**config.mk**
```make
export PLATFORM = sky130hd
export DESIGN_NAME = adc_dc_removal_pcm_packer
export DESIGN_NICKNAME = d
export VERILOG_FILES = /design/src/hw/rtl/dcr_pkg.sv /design/src/hw/rtl/dcr_in_reg.sv /design/src/hw/rtl/dcr_core.sv /design/src/hw/rtl/adc_dc_removal_pcm_packer.sv
export SDC_FILE = /design/constraint.sdc
export NUM_CORES = 1
export LEC_CHECK = 0
export BUFFER_PORTS_ARGS = -buffer_cell sky130_fd_sc_hd__buf_2
export CAP_MARGIN = 5
export CELL_PAD_IN_SITES_DETAIL_PLACEMENT = 0
export CELL_PAD_IN_SITES_GLOBAL_PLACEMENT = 2
export CORE_AREA = 2 2 163 165
export CTS_BUF_LIST = sky130_fd_sc_hd__clkbuf_4 sky130_fd_sc_hd__clkbuf_8 sky130_fd_sc_hd__clkbuf_16
export CTS_CLUSTER_SIZE = 14
export DETAILED_ROUTE_END_ITERATION = 10
export DIE_AREA = 0 0 165 167
export PLACE_DENSITY = 0.84
export SLEW_MARGIN = 20
export SYNTH_ARGS = -nofsm -noshare
export SYNTH_HDL_FRONTEND = slang
export SYNTH_SLANG_ARGS = --single-unit
export TNS_END_PERCENT = 100
```
**constraint.sdc**
```tcl
create_clock -name clk -period 10.8 [get_ports clk]
set_clock_uncertainty 0.05 [all_clocks]
set_input_delay 0.54 -clock clk [delete_from_list [all_inputs] [get_ports clk]]
set_output_delay 0.54 -clock clk [all_outputs]
set_load 0.1 [all_outputs]
```
**src/hw/rtl/dcr_pkg.sv**
```systemverilog
// Shared types, constants and arithmetic helpers for the ADC DC-removal PCM packer.
// Used by dcr_in_reg, dcr_core and adc_dc_removal_pcm_packer.
`timescale 1ns / 1ps

package dcr_pkg;

  // Item kinds
  localparam logic KIND_SAMPLE = 1'b0;
  localparam logic KIND_STOP   = 1'b1;

  // Calibration length (a power of two, so the mean is a shift)
  localparam int CAL_SAMPLES = 512;
  localparam int CAL_CNT_W   = $clog2(CAL_SAMPLES + 1);
  localparam int CAL_SUM_W   = 12 + $clog2(CAL_SAMPLES);

  // Chunk length in 16-bit samples, odd byte counts round up
  localparam int CHUNK_BYTES       = 1024;
  localparam int SAMPLES_PER_CHUNK = (CHUNK_BYTES + 1) / 2;
  localparam int FILL_W            = $clog2(SAMPLES_PER_CHUNK + 1);

  // Baseline tracking: b' = b + floor((raw - b) / 100)
  localparam logic [11:0] BASELINE_RESET = 12'd2048;
  localparam int          DIV_SHIFT      = 19;
  localparam logic [12:0] DIV_RECIP      = 13'd5243;   // ceil(2^19 / 100)
  localparam logic [12:0] DIV_ROUND      = 13'd99;

  localparam logic signed [16:0] PCM_MAX = 17'sd32767;
  localparam logic signed [16:0] PCM_MIN = -17'sd32768;

  typedef struct packed {
    logic        kind;
    logic [11:0] raw_sample;
  } in_t;

  typedef struct packed {
    logic signed [15:0] pcm_sample;
    logic               chunk_end;
    logic               flush_marker;
  } out_t;

  // Registered input stage handed to the core
  typedef struct packed {
    logic valid;
    in_t  item;
  } stage_t;

  // One step of the moving average: floor((b*99 + raw) / 100)
  function automatic logic [11:0] baseline_step(input logic [11:0] b, input logic [11:0] raw);
    logic signed [12:0] d;
    logic [12:0]        adj;
    logic [24:0]        prod;
    logic [5:0]         q;
    logic [11:0]        res;
    d = $signed({1'b0, raw}) - $signed({1'b0, b});
    // negative differences round toward minus infinity
    if (d < 0) begin
      adj = 13'(-d) + DIV_ROUND;
    end else begin
      adj = 13'(d);
    end
    prod = 25'(adj) * 25'(DIV_RECIP);
    q    = prod[24:DIV_SHIFT];
    if (d < 0) begin
      res = b - 12'(q);
    end else begin
      res = b + 12'(q);
    end
    return res;
  endfunction

  // Center, scale by 16 and saturate to signed 16 bits
  function automatic logic signed [15:0] scale_clamp(input logic [11:0] raw,
                                                     input logic [11:0] b);
    logic signed [12:0] centered;
    logic signed [16:0] scaled;
    logic signed [15:0] res;
    centered = $signed({1'b0, raw}) - $signed({1'b0, b});
    scaled   = 17'(centered) <<< 4;
    if (scaled > PCM_MAX) begin
      res = 16'sh7FFF;
    end else if (scaled < PCM_MIN) begin
      res = -16'sh8000;
    end else begin
      res = scaled[15:0];
    end
    return res;
  endfunction

endpackage

```
**src/hw/rtl/dcr_in_reg.sv**
```systemverilog
// Input register stage: captures one transaction and holds it until the core takes it.
// Depends on dcr_pkg.
`timescale 1ns / 1ps

module dcr_in_reg (
  input  logic          clk,
  input  logic          rst,
  input  logic          in_valid,
  output logic          in_ready,
  input  dcr_pkg::in_t  in_item,
  input  logic          advance,
  output dcr_pkg::stage_t stage
);

  logic          held;
  dcr_pkg::in_t  item;

  // stage empties when the core advances, so it can refill in the same cycle
  assign in_ready = advance || !held;

  always_ff @(posedge clk) begin
    if (rst) begin
      held <= 1'b0;
    end else if (in_ready) begin
      held <= in_valid;
    end
  end

  // payload
  always_ff @(posedge clk) begin
    if (in_valid && in_ready) begin
      item <= in_item;
    end
  end

  assign stage.valid = held;
  assign stage.item  = item;

endmodule

```
**src/hw/rtl/dcr_core.sv**
```systemverilog
// Calibration, baseline tracking, scaling and chunk counting, with the result register.
// Depends on dcr_pkg.
`timescale 1ns / 1ps

module dcr_core (
  input  logic            clk,
  input  logic            rst,
  input  dcr_pkg::stage_t stage,
  output logic            advance,
  output logic            out_valid,
  input  logic            out_ready,
  output dcr_pkg::out_t   out_item
);

  logic [11:0]                   baseline;
  logic [dcr_pkg::CAL_SUM_W-1:0] cal_sum;
  logic [dcr_pkg::CAL_CNT_W-1:0] cal_count;
  logic                          calibrating;
  logic [dcr_pkg::FILL_W-1:0]    chunk_fill;

  logic [11:0]                   baseline_next;
  logic [dcr_pkg::CAL_SUM_W-1:0] cal_sum_next;
  logic [dcr_pkg::CAL_CNT_W-1:0] cal_count_next;
  logic                          calibrating_next;
  logic [dcr_pkg::FILL_W-1:0]    chunk_fill_next;
  logic                          produce;
  dcr_pkg::out_t                 res;

  logic [dcr_pkg::CAL_CNT_W-1:0] cal_count_inc;
  logic [dcr_pkg::FILL_W-1:0]    fill_inc;
  logic [11:0]                   tracked;

  // result register frees up when empty or being taken
  assign advance = !out_valid || out_ready;

  assign cal_count_inc = cal_count + 1'b1;
  assign fill_inc      = chunk_fill + 1'b1;
  assign tracked       = dcr_pkg::baseline_step(baseline, stage.item.raw_sample);

  // next state and result for the item in the input stage
  always_comb begin
    baseline_next    = baseline;
    cal_sum_next     = cal_sum;
    cal_count_next   = cal_count;
    calibrating_next = calibrating;
    chunk_fill_next  = chunk_fill;
    produce          = 1'b0;
    res.pcm_sample   = '0;
    res.chunk_end    = 1'b0;
    res.flush_marker = 1'b0;
    case (stage.item.kind)
      dcr_pkg::KIND_STOP: begin
        // flush a partial chunk, then recalibrate
        produce          = (chunk_fill != '0);
        res.chunk_end    = 1'b1;
        res.flush_marker = 1'b1;
        chunk_fill_next  = '0;
        cal_sum_next     = '0;
        cal_count_next   = '0;
        calibrating_next = 1'b1;
      end
      dcr_pkg::KIND_SAMPLE: begin
        if (calibrating) begin
          cal_sum_next   = cal_sum + dcr_pkg::CAL_SUM_W'(stage.item.raw_sample);
          cal_count_next = cal_count_inc;
          if (cal_count_inc >= dcr_pkg::CAL_CNT_W'(dcr_pkg::CAL_SAMPLES)) begin
            baseline_next    = 12'(cal_sum_next / dcr_pkg::CAL_SAMPLES);
            calibrating_next = 1'b0;
            cal_sum_next     = '0;
            cal_count_next   = '0;
          end
        end else begin
          baseline_next  = tracked;
          produce        = 1'b1;
          res.pcm_sample = dcr_pkg::scale_clamp(stage.item.raw_sample, tracked);
          if (fill_inc >= dcr_pkg::FILL_W'(dcr_pkg::SAMPLES_PER_CHUNK)) begin
            res.chunk_end   = 1'b1;
            chunk_fill_next = '0;
          end else begin
            chunk_fill_next = fill_inc;
          end
        end
      end
      default: begin
        produce = 1'b0;
      end
    endcase
  end

  // state and result register
  always_ff @(posedge clk) begin
    if (rst) begin
      baseline    <= dcr_pkg::BASELINE_RESET;
      cal_sum     <= '0;
      cal_count   <= '0;
      calibrating <= 1'b1;
      chunk_fill  <= '0;
      out_valid   <= 1'b0;
    end else if (advance) begin
      out_valid <= stage.valid && produce;
      if (stage.valid) begin
        baseline    <= baseline_next;
        cal_sum     <= cal_sum_next;
        cal_count   <= cal_count_next;
        calibrating <= calibrating_next;
        chunk_fill  <= chunk_fill_next;
      end
    end
  end

  always_ff @(posedge clk) begin
    if (advance && stage.valid && produce) begin
      out_item <= res;
    end
  end

`ifndef NO_ASSERTIONS
  // a flush marker always closes a chunk and carries no sample
  a_flush_shape: assert property (@(posedge clk) disable iff (rst)
    out_valid && out_item.flush_marker |-> out_item.chunk_end && out_item.pcm_sample == '0)
    else $error("flush marker with bad fields");

  // the chunk counter never reaches the chunk length
  a_fill_range: assert property (@(posedge clk) disable iff (rst)
    chunk_fill < dcr_pkg::FILL_W'(dcr_pkg::SAMPLES_PER_CHUNK))
    else $error("chunk fill out of range");

  // outside calibration the accumulator is idle and cleared
  a_cal_idle: assert property (@(posedge clk) disable iff (rst)
    !calibrating |-> cal_count == '0 && cal_sum == '0)
    else $error("calibration accumulator busy outside calibration");

  // no sample result is produced while calibrating
  a_no_cal_output: assert property (@(posedge clk) disable iff (rst)
    advance && stage.valid && calibrating && stage.item.kind == dcr_pkg::KIND_SAMPLE
    |=> !out_valid)
    else $error("result produced during calibration");

  // a stop always restarts calibration
  a_stop_recal: assert property (@(posedge clk) disable iff (rst)
    advance && stage.valid && stage.item.kind == dcr_pkg::KIND_STOP
    |=> calibrating && chunk_fill == '0)
    else $error("stop did not restart calibration");
`endif

endmodule

```
**src/hw/rtl/adc_dc_removal_pcm_packer.sv**
```systemverilog
// ADC DC-removal PCM packer: usage notes
//   Input channel (in_valid / in_ready / in_item): one transaction per ADC sample
//   (kind = sample) or per stop request (kind = stop, raw_sample ignored).
//   Output channel (out_valid / out_ready / out_item): zero or one PCM result per
//   input transaction, in input order.
//   After reset, and after every stop, the first 512 samples only set the DC
//   baseline (their mean) and give no result. Later samples update the baseline
//   as a 1/100 moving average, are centered, scaled by 16, saturated to 16 bits
//   and emitted; the last sample of each 512-sample chunk has chunk_end set.
//   A stop with a partly filled chunk gives one marker result (pcm 0, chunk_end
//   and flush_marker set); with an empty chunk it gives nothing.
//   Each input transaction passes through the input register, then the result
//   register. Throughput: one transaction per cycle while the receiver does not
//   stall; the baseline update is a single constant-reciprocal multiply and add
//   per cycle.
//   When the receiver stalls, the result register holds and the input register
//   takes one more transaction only if it was empty; then in_ready drops.
//   Reset (rst, synchronous, active high) empties both stages, sets the baseline
//   to mid-scale and starts calibration.
// Depends on dcr_pkg, dcr_in_reg and dcr_core.
`timescale 1ns / 1ps

module adc_dc_removal_pcm_packer (
  input  logic          clk,
  input  logic          rst,
  input  logic          in_valid,
  output logic          in_ready,
  input  dcr_pkg::in_t  in_item,
  output logic          out_valid,
  input  logic          out_ready,
  output dcr_pkg::out_t out_item
);

  dcr_pkg::stage_t stage;
  logic            advance;

  // input register
  dcr_in_reg u_in_reg (
    .clk      (clk),
    .rst      (rst),
    .in_valid (in_valid),
    .in_ready (in_ready),
    .in_item  (in_item),
    .advance  (advance),
    .stage    (stage)
  );

  // processing and result register
  dcr_core u_core (
    .clk       (clk),
    .rst       (rst),
    .stage     (stage),
    .advance   (advance),
    .out_valid (out_valid),
    .out_ready (out_ready),
    .out_item  (out_item)
  );

endmodule
```
* After elaboration in Yosys (flattened, before gate mapping) *
Index checks and enable logic that the tools add are counted.

storage, ports and cells
  word-level logic and storage cells = 71
  bits in registers = 87
  input port bits = 17
  output and inout port bits = 20

operators by class
  $mul = 1
  muxes and demuxes = 24
  eq/ne operators = 3
  reduce and logical (&&, ||, !) cells = 15
  add/subtract/negate cells = 9
  magnitude comparators = 5
  bitwise gates (word level) = 1

operators with widths
  cell                      count
  $mux W21                  2
  $pmux W21 S2              1
  $mux W10                  4
  $pmux W10 S2              2
  $mux W12                  3
  $sub A12 B12 Y13          2
  $mul A13 B13 Y25 const B  1
  $add A21 B12 Y21          1
  $add A10 B1 Y10 const B   2
  $ge A10 B10 Y1 const B    2
  $gt A17 B16 Y1 const B    1
  $lt A17 B16 Y1 const B    1
  $mux W16                  1
  $mux W15                  1
  $add A13 B7 Y13 const B   1
  $lt A13 B1 Y1 const B     1
  $mux W13                  1
  $neg A13 Y13              1
  $add A12 B6 Y12           1
  $sub A12 B6 Y12           1
  $reduce_bool A10 Y1       1
  $mux W1                   6
  $pmux W1 S2               3
  $reduce_and A3 Y1         2
  10 further kinds          16

* Longest topological paths before layout *
  depth after elaboration = 11
  depth in mapped cells = 48
  depth with buffers taken out = 47

* Modules after synthesis *
From an unflattened synthesis, not the netlist that was laid out.

second synthesis, totals
  cells, all modules = 1035
  area total of the unflattened synthesis = 9160.0 um^2

by module, submodules not included
  module      instances  seq. area each (um^2)  area each (um^2)  cells each
  dcr_core    1          1551.5                 8707.1            1016
  dcr_in_reg  1          410.4                  452.9             19

* Worst setup path before layout *
Ideal clock, no wire load.

  path type = register to register
  from = register u_in_reg.item (netlist bit u_in_reg.stage[5])
  to = register u_core.out_item[8] (netlist name)
  setup slack = 549 ps
  clock period less this slack = 10251 ps
  data arrival time = 9945 ps
  data required time = 10494 ps
  cell stages (with the launch flop) = 42
  buffers on the path = 1
  setup time = 256 ps
  cell sequence = edfxtp_1 -> ha_1 -> or4_1 -> o21a_1 -> a221o_1 -> a21o_1 -> buf_4 -> nor2_1 -> xor2_1 -> inv_1 -> fa_1 -> inv_1 -> ha_1 -> fa_1 -> inv_1 -> fa_1 -> fa_1 -> inv_1 -> [6 not listed] -> inv_1 -> ha_1 -> mux2i_1 -> fa_1 -> a21o_1 -> a21oi_1 -> o21bai_1 -> a21oi_1 -> o21bai_1 -> xnor2_1 -> ha_1 -> a21o_1 -> a21o_1 -> a41oi_1 -> nor2b_1 -> o2111ai_1 -> a21oi_1 -> a31o_2

on the way
  cells in the longest elaborated chain, start to end = 11
  elaborated cells between the ends (all ways) = 14
  classes of those cells = add/sub (6); mul (1); order compare (3); mux (4)

RTL lines
  element                                                    RTL line                      text
  start: declaration                                         dcr_in_reg.sv:16              dcr_pkg::in_t item;
  start signal: assignment                                   dcr_in_reg.sv:32              item <= in_item;
  $sub A12 B12 Y13                                           dcr_pkg.sv:54                 d = $signed({1'b0, raw}) - $signed({1'b0, b});
  $neg A13 Y13                                               dcr_pkg.sv:57                 adj = 13'(-d) + DIV_ROUND;
  $add A13 B7 Y13                                            dcr_pkg.sv:57
  $mux W13                                                   dcr_pkg.sv:56                 if (d < 0) begin
  $mul A13 B13 Y25                                           dcr_pkg.sv:61                 prod = 25'(adj) * 25'(DIV_RECIP);
  $add A12 B6 Y12 / $sub A12 B6 Y12 (equally long branches)  dcr_pkg.sv:66, dcr_pkg.sv:64
  $mux W12                                                   dcr_pkg.sv:63                 if (d < 0) begin
  $sub A12 B12 Y13 (*)                                       dcr_pkg.sv:77                 centered = $signed({1'b0, raw}) - $signed({1'b0, b});
  $lt A17 B16 Y1                                             dcr_pkg.sv:81                 end else if (scaled < PCM_MIN) begin
  $mux W16                                                   dcr_pkg.sv:81
  $mux W15 (*)                                               dcr_pkg.sv:79                 if (scaled > PCM_MAX) begin

Every way passes the cells marked *; elsewhere a longest branch is shown, timed or not.
A chain may end at the register's enable or synchronous reset.

* Worst setup path in the final report *
  from = register u_in_reg.item (netlist bit u_in_reg.stage[0])
  to = register u_core.out_item[8] (netlist name)

on the way
  cells in the longest elaborated chain, start to end = 11
  elaborated cells between the ends (all ways) = 14
  classes of those cells = add/sub (6); mul (1); order compare (3); mux (4)

RTL lines
  element                                                    RTL line
  $sub A12 B12 Y13                                           dcr_pkg.sv:54
  $neg A13 Y13                                               dcr_pkg.sv:57
  $add A13 B7 Y13                                            dcr_pkg.sv:57
  $mux W13                                                   dcr_pkg.sv:56
  $mul A13 B13 Y25                                           dcr_pkg.sv:61
  $add A12 B6 Y12 / $sub A12 B6 Y12 (equally long branches)  dcr_pkg.sv:66, dcr_pkg.sv:64
  $mux W12                                                   dcr_pkg.sv:63
  $sub A12 B12 Y13 (*)                                       dcr_pkg.sv:77
  $lt A17 B16 Y1                                             dcr_pkg.sv:81
  $mux W16                                                   dcr_pkg.sv:81
  $mux W15 (*)                                               dcr_pkg.sv:79

Marks and branches as above.

==> results.md <==
* Status: complete, no violations
* R2R depth at 47
* Vias per cell at about 5
* Skew-Pair Late Insertion Delay at roughly 0.34 ns
* Die Wd at 165 microns
* Routed via count at 7301
* FFs w/ async S/R, synth at 0%
* DR WL/cell at about 16 microns
* FF-to-FF Start: u_in_reg.stage[0]$_DFFE_PP_
* Synth Cell Area at ~0.0091 sq mm
* Number of buffers added on ports at 36
* Top cells by count, synth: inv_1, ha_1, nor2_1
* Hold path startpoint: in_item[12]
* Syn Area/Cell at just under 9 sq um
* Initial antenna violation count at 0
* Crit path DAT at roughly 10 ns
* IO Count at 37
* Crit-path slowest cell: fa_1
* Final hold viol count at 0
* Clk sinks at 84
* Minimum clock period at just over 10 ns
* Worst path max stage delay at between 0.5 and 0.6 ns
* Critical path type: reg -> reg
* Starting Density at 35.4%
* Metal-1 WL at 10900 microns
* Drt first pass iters at 6
* RePlAce Congestion at roughly 0.89
* Diodes inserted at 0
* Routed wl met3 at 416 microns
* Area growth from synthesis to layout at 16.8%
* Max-cap violations at 0
* Most frequent cell after synthesis: inv_1
* Kind of end point of the critical path: flip-flop
* Hold path cells at 1
* H-tree Lvls at 3
* Vias in the first global route at 7251
* Yosys top cell by area: ha_1
* Met2 routed WL at roughly 11000 microns
* Hold EP: u_in_reg.stage[12]$_DFFE_PP_
* # setup viols final at 0
* Post-CTS Hold Buffers at 0
* CTS Buffer Depth at 2
* HPWL after detailed placement at 18700 microns
* CTS tree: built
* Cts bufs inserted at 9
* Finished Core Util at 41.3%
* Post-synth EDFFs at 28
* CP Max Fanout at 10
* Worst rel slew slack at about 36%
* Gr usage total at between 10% and 20%
* Post-synthesis register bit count at 84
* Worst R2R End: u_core.out_item[8]$_SDFFCE_PN0P_
* HP Class: in -> reg
* Startpoint Class: flip-flop
* Largest net degree at the start of global routing at 37
* Final worst path period share at 95.9%
* Register cell area after layout at slightly below 0.002 sq mm
* Most frequent CP cell: ha_1
* Slew Limit Fails at 0
* First-pass GRT wire length at around 37000 microns
* Standard-cell rows at 59
* Clock transition at path regs at about 0.07 ns
* Fin nets at between 1000 and 1500
* Chip height at about 170 microns
* Top cell type's share of synthesized area at 19.6%
* Root Driver: clkbuf_16
* Slew @ Worst Pin at 0.958 ns
* Fillers at 2625
* Footprint of the multi-input gates at 0.00668 sq mm
* Post-synthesis sequential area ratio at about 22%
* Synth cell types at 69
* DRT antenna net count at 0
* Number of remaining DRC errors at 0
* Top Metal Used: met4
* GRT overflow at 0
* Share of cells above drive strength 1 at 15.7%
* Cells after Synth at 1040
* Main flop type after synthesis: dfxtp_1
* Top post-synthesis cells by area: ha_1, fa_1, dfxtp_1
* Die area at about 0.028 sq mm
* Drt total wl at approximately 23000 microns
* Core area at roughly 0.026 sq mm
* Detailed Route Iter0 Violations at about 400
* Synth Warn # at 0
* Mapped Nets at 1257
* Data required, critical path at approximately 11 ns
* Reg2reg setup slack at between 0.4 and 0.5 ns
* Fmax at ~97 MHz
[registers in the layout, summed over array words and instances (netlist names)]
name / count
u_core.out_valid: 1
u_core.cal_sum: 21
u_core.out_item: 15
u_in_reg.stage: 13
u_core.cal_count: 10
u_core.chunk_fill: 10
u_core.baseline: 12
u_in_reg.held: 1
u_core.calibrating: 1
[metrics by stage]
| step | instance area [sq um] | worst slack [ns] | hold WS (ns) | cells | setup TNS [ns] |
|---|---|---|---|---|---|
| 3_5_place_dp | 9950 | -0.120 | 0.403 | 1432 | -0.830 |
| 4_1_cts | 10300 | 0.0238 | 0.305 | 1449 | 0 |
| 6_report | 10600 | 0.445 | 0.318 | 1465 | 0 |
| 2_1_floorplan | 9110 | 0.549 | 0.374 | 1040 | 0 |
| 5_1_grt | 10600 | -0.0796 | 0.308 | 1465 | -0.209 |
| 3_3_place_gp | 9950 | -0.0431 | 0.397 | 1432 | -0.152 |
[critical path: cells and delay by family (launching register included)]
kind            cells  cell delay [ns]
flops               1             0.39
buf+inv             8             0.91
compound gates     17             3.32
simple gates        8             1.04
xor+xnor            2             0.45
fa+ha+maj          11             3.79
mux                 1             0.18
[logic make-up after synthesis]
logic type | share of synthesized area (%)
xor+xnor | 8.04
compound gates | 16.3
buf+inv | 8.05
flops | 21.5
fa+ha+maj | 32.2
simple gates | 13.3
mux | 0.550
[worst max-delay path by stage]
stage	startpoint	endpoint	slack [ns]	cells past startpoint
finish	u_in_reg.stage[0]$_DFFE_PP_	u_core.out_item[8]$_SDFFCE_PN0P_	0.44	47
global route	u_in_reg.stage[0]$_DFFE_PP_	u_core.out_item[10]$_SDFFCE_PN0P_	-0.08	47
CTS	u_in_reg.stage[0]$_DFFE_PP_	u_core.out_item[8]$_SDFFCE_PN0P_	0.02	50
detailed placement	u_in_reg.stage[0]$_DFFE_PP_	u_core.out_item[6]$_SDFFCE_PN0P_	-0.12	46
global placement	u_in_reg.stage[0]$_DFFE_PP_	u_core.out_item[8]$_SDFFCE_PN0P_	-0.04	48
floorplan	u_in_reg.stage[5]$_DFFE_PP_	u_core.out_item[8]$_SDFFCE_PN0P_	0.55	41
[cell usage in the layout, fill, tap and decap left out, drive strengths merged, types with 9 or more instances in the layout]
master and count:
nand2 48, xor2 36, xnor2 45, a21oi 62, nor3 23, nor2 93
nand3 16, dfxtp 56, buf 99, clkbuf 10, and3 9, nor2b 9
a22oi 10, o21ai 44, a31oi 9, inv 167, ha 143, nand4 12
a21o 28, edfxtp 28, a211oi 15, fa 57
[final cells by class]
type / count / share of cell area, %
clock buffer: 10 / 2.19
multi-input combinational: 765 / 62.8
sequential: 84 / 18.5
clock inverter: 6 / 0.600
inverter: 166 / 5.86
timing repair buffer: 99 / 6.14
tap: 335 / 3.94
[layer usage]
metal / GRT usage [%] / vias to the layer above
li1: - / 3735
met4: 5.33 / 0
met1: 23.2 / 3466
met5: 0 / -
met3: 2.14 / 30
met2: 27.8 / 70
[timing repair]
item | 4_1_cts | 5_1_grt
hold endpoints to repair | 0 | 0
gates resized for setup | 4 | 56
setup buffers | 1 | 16
pin swaps | 0 | 16
setup endpoints to repair | 12 | 13
Power is not shown: default switching activity piles up to over one toggle a cycle in this logic, so the estimate is an artifact.
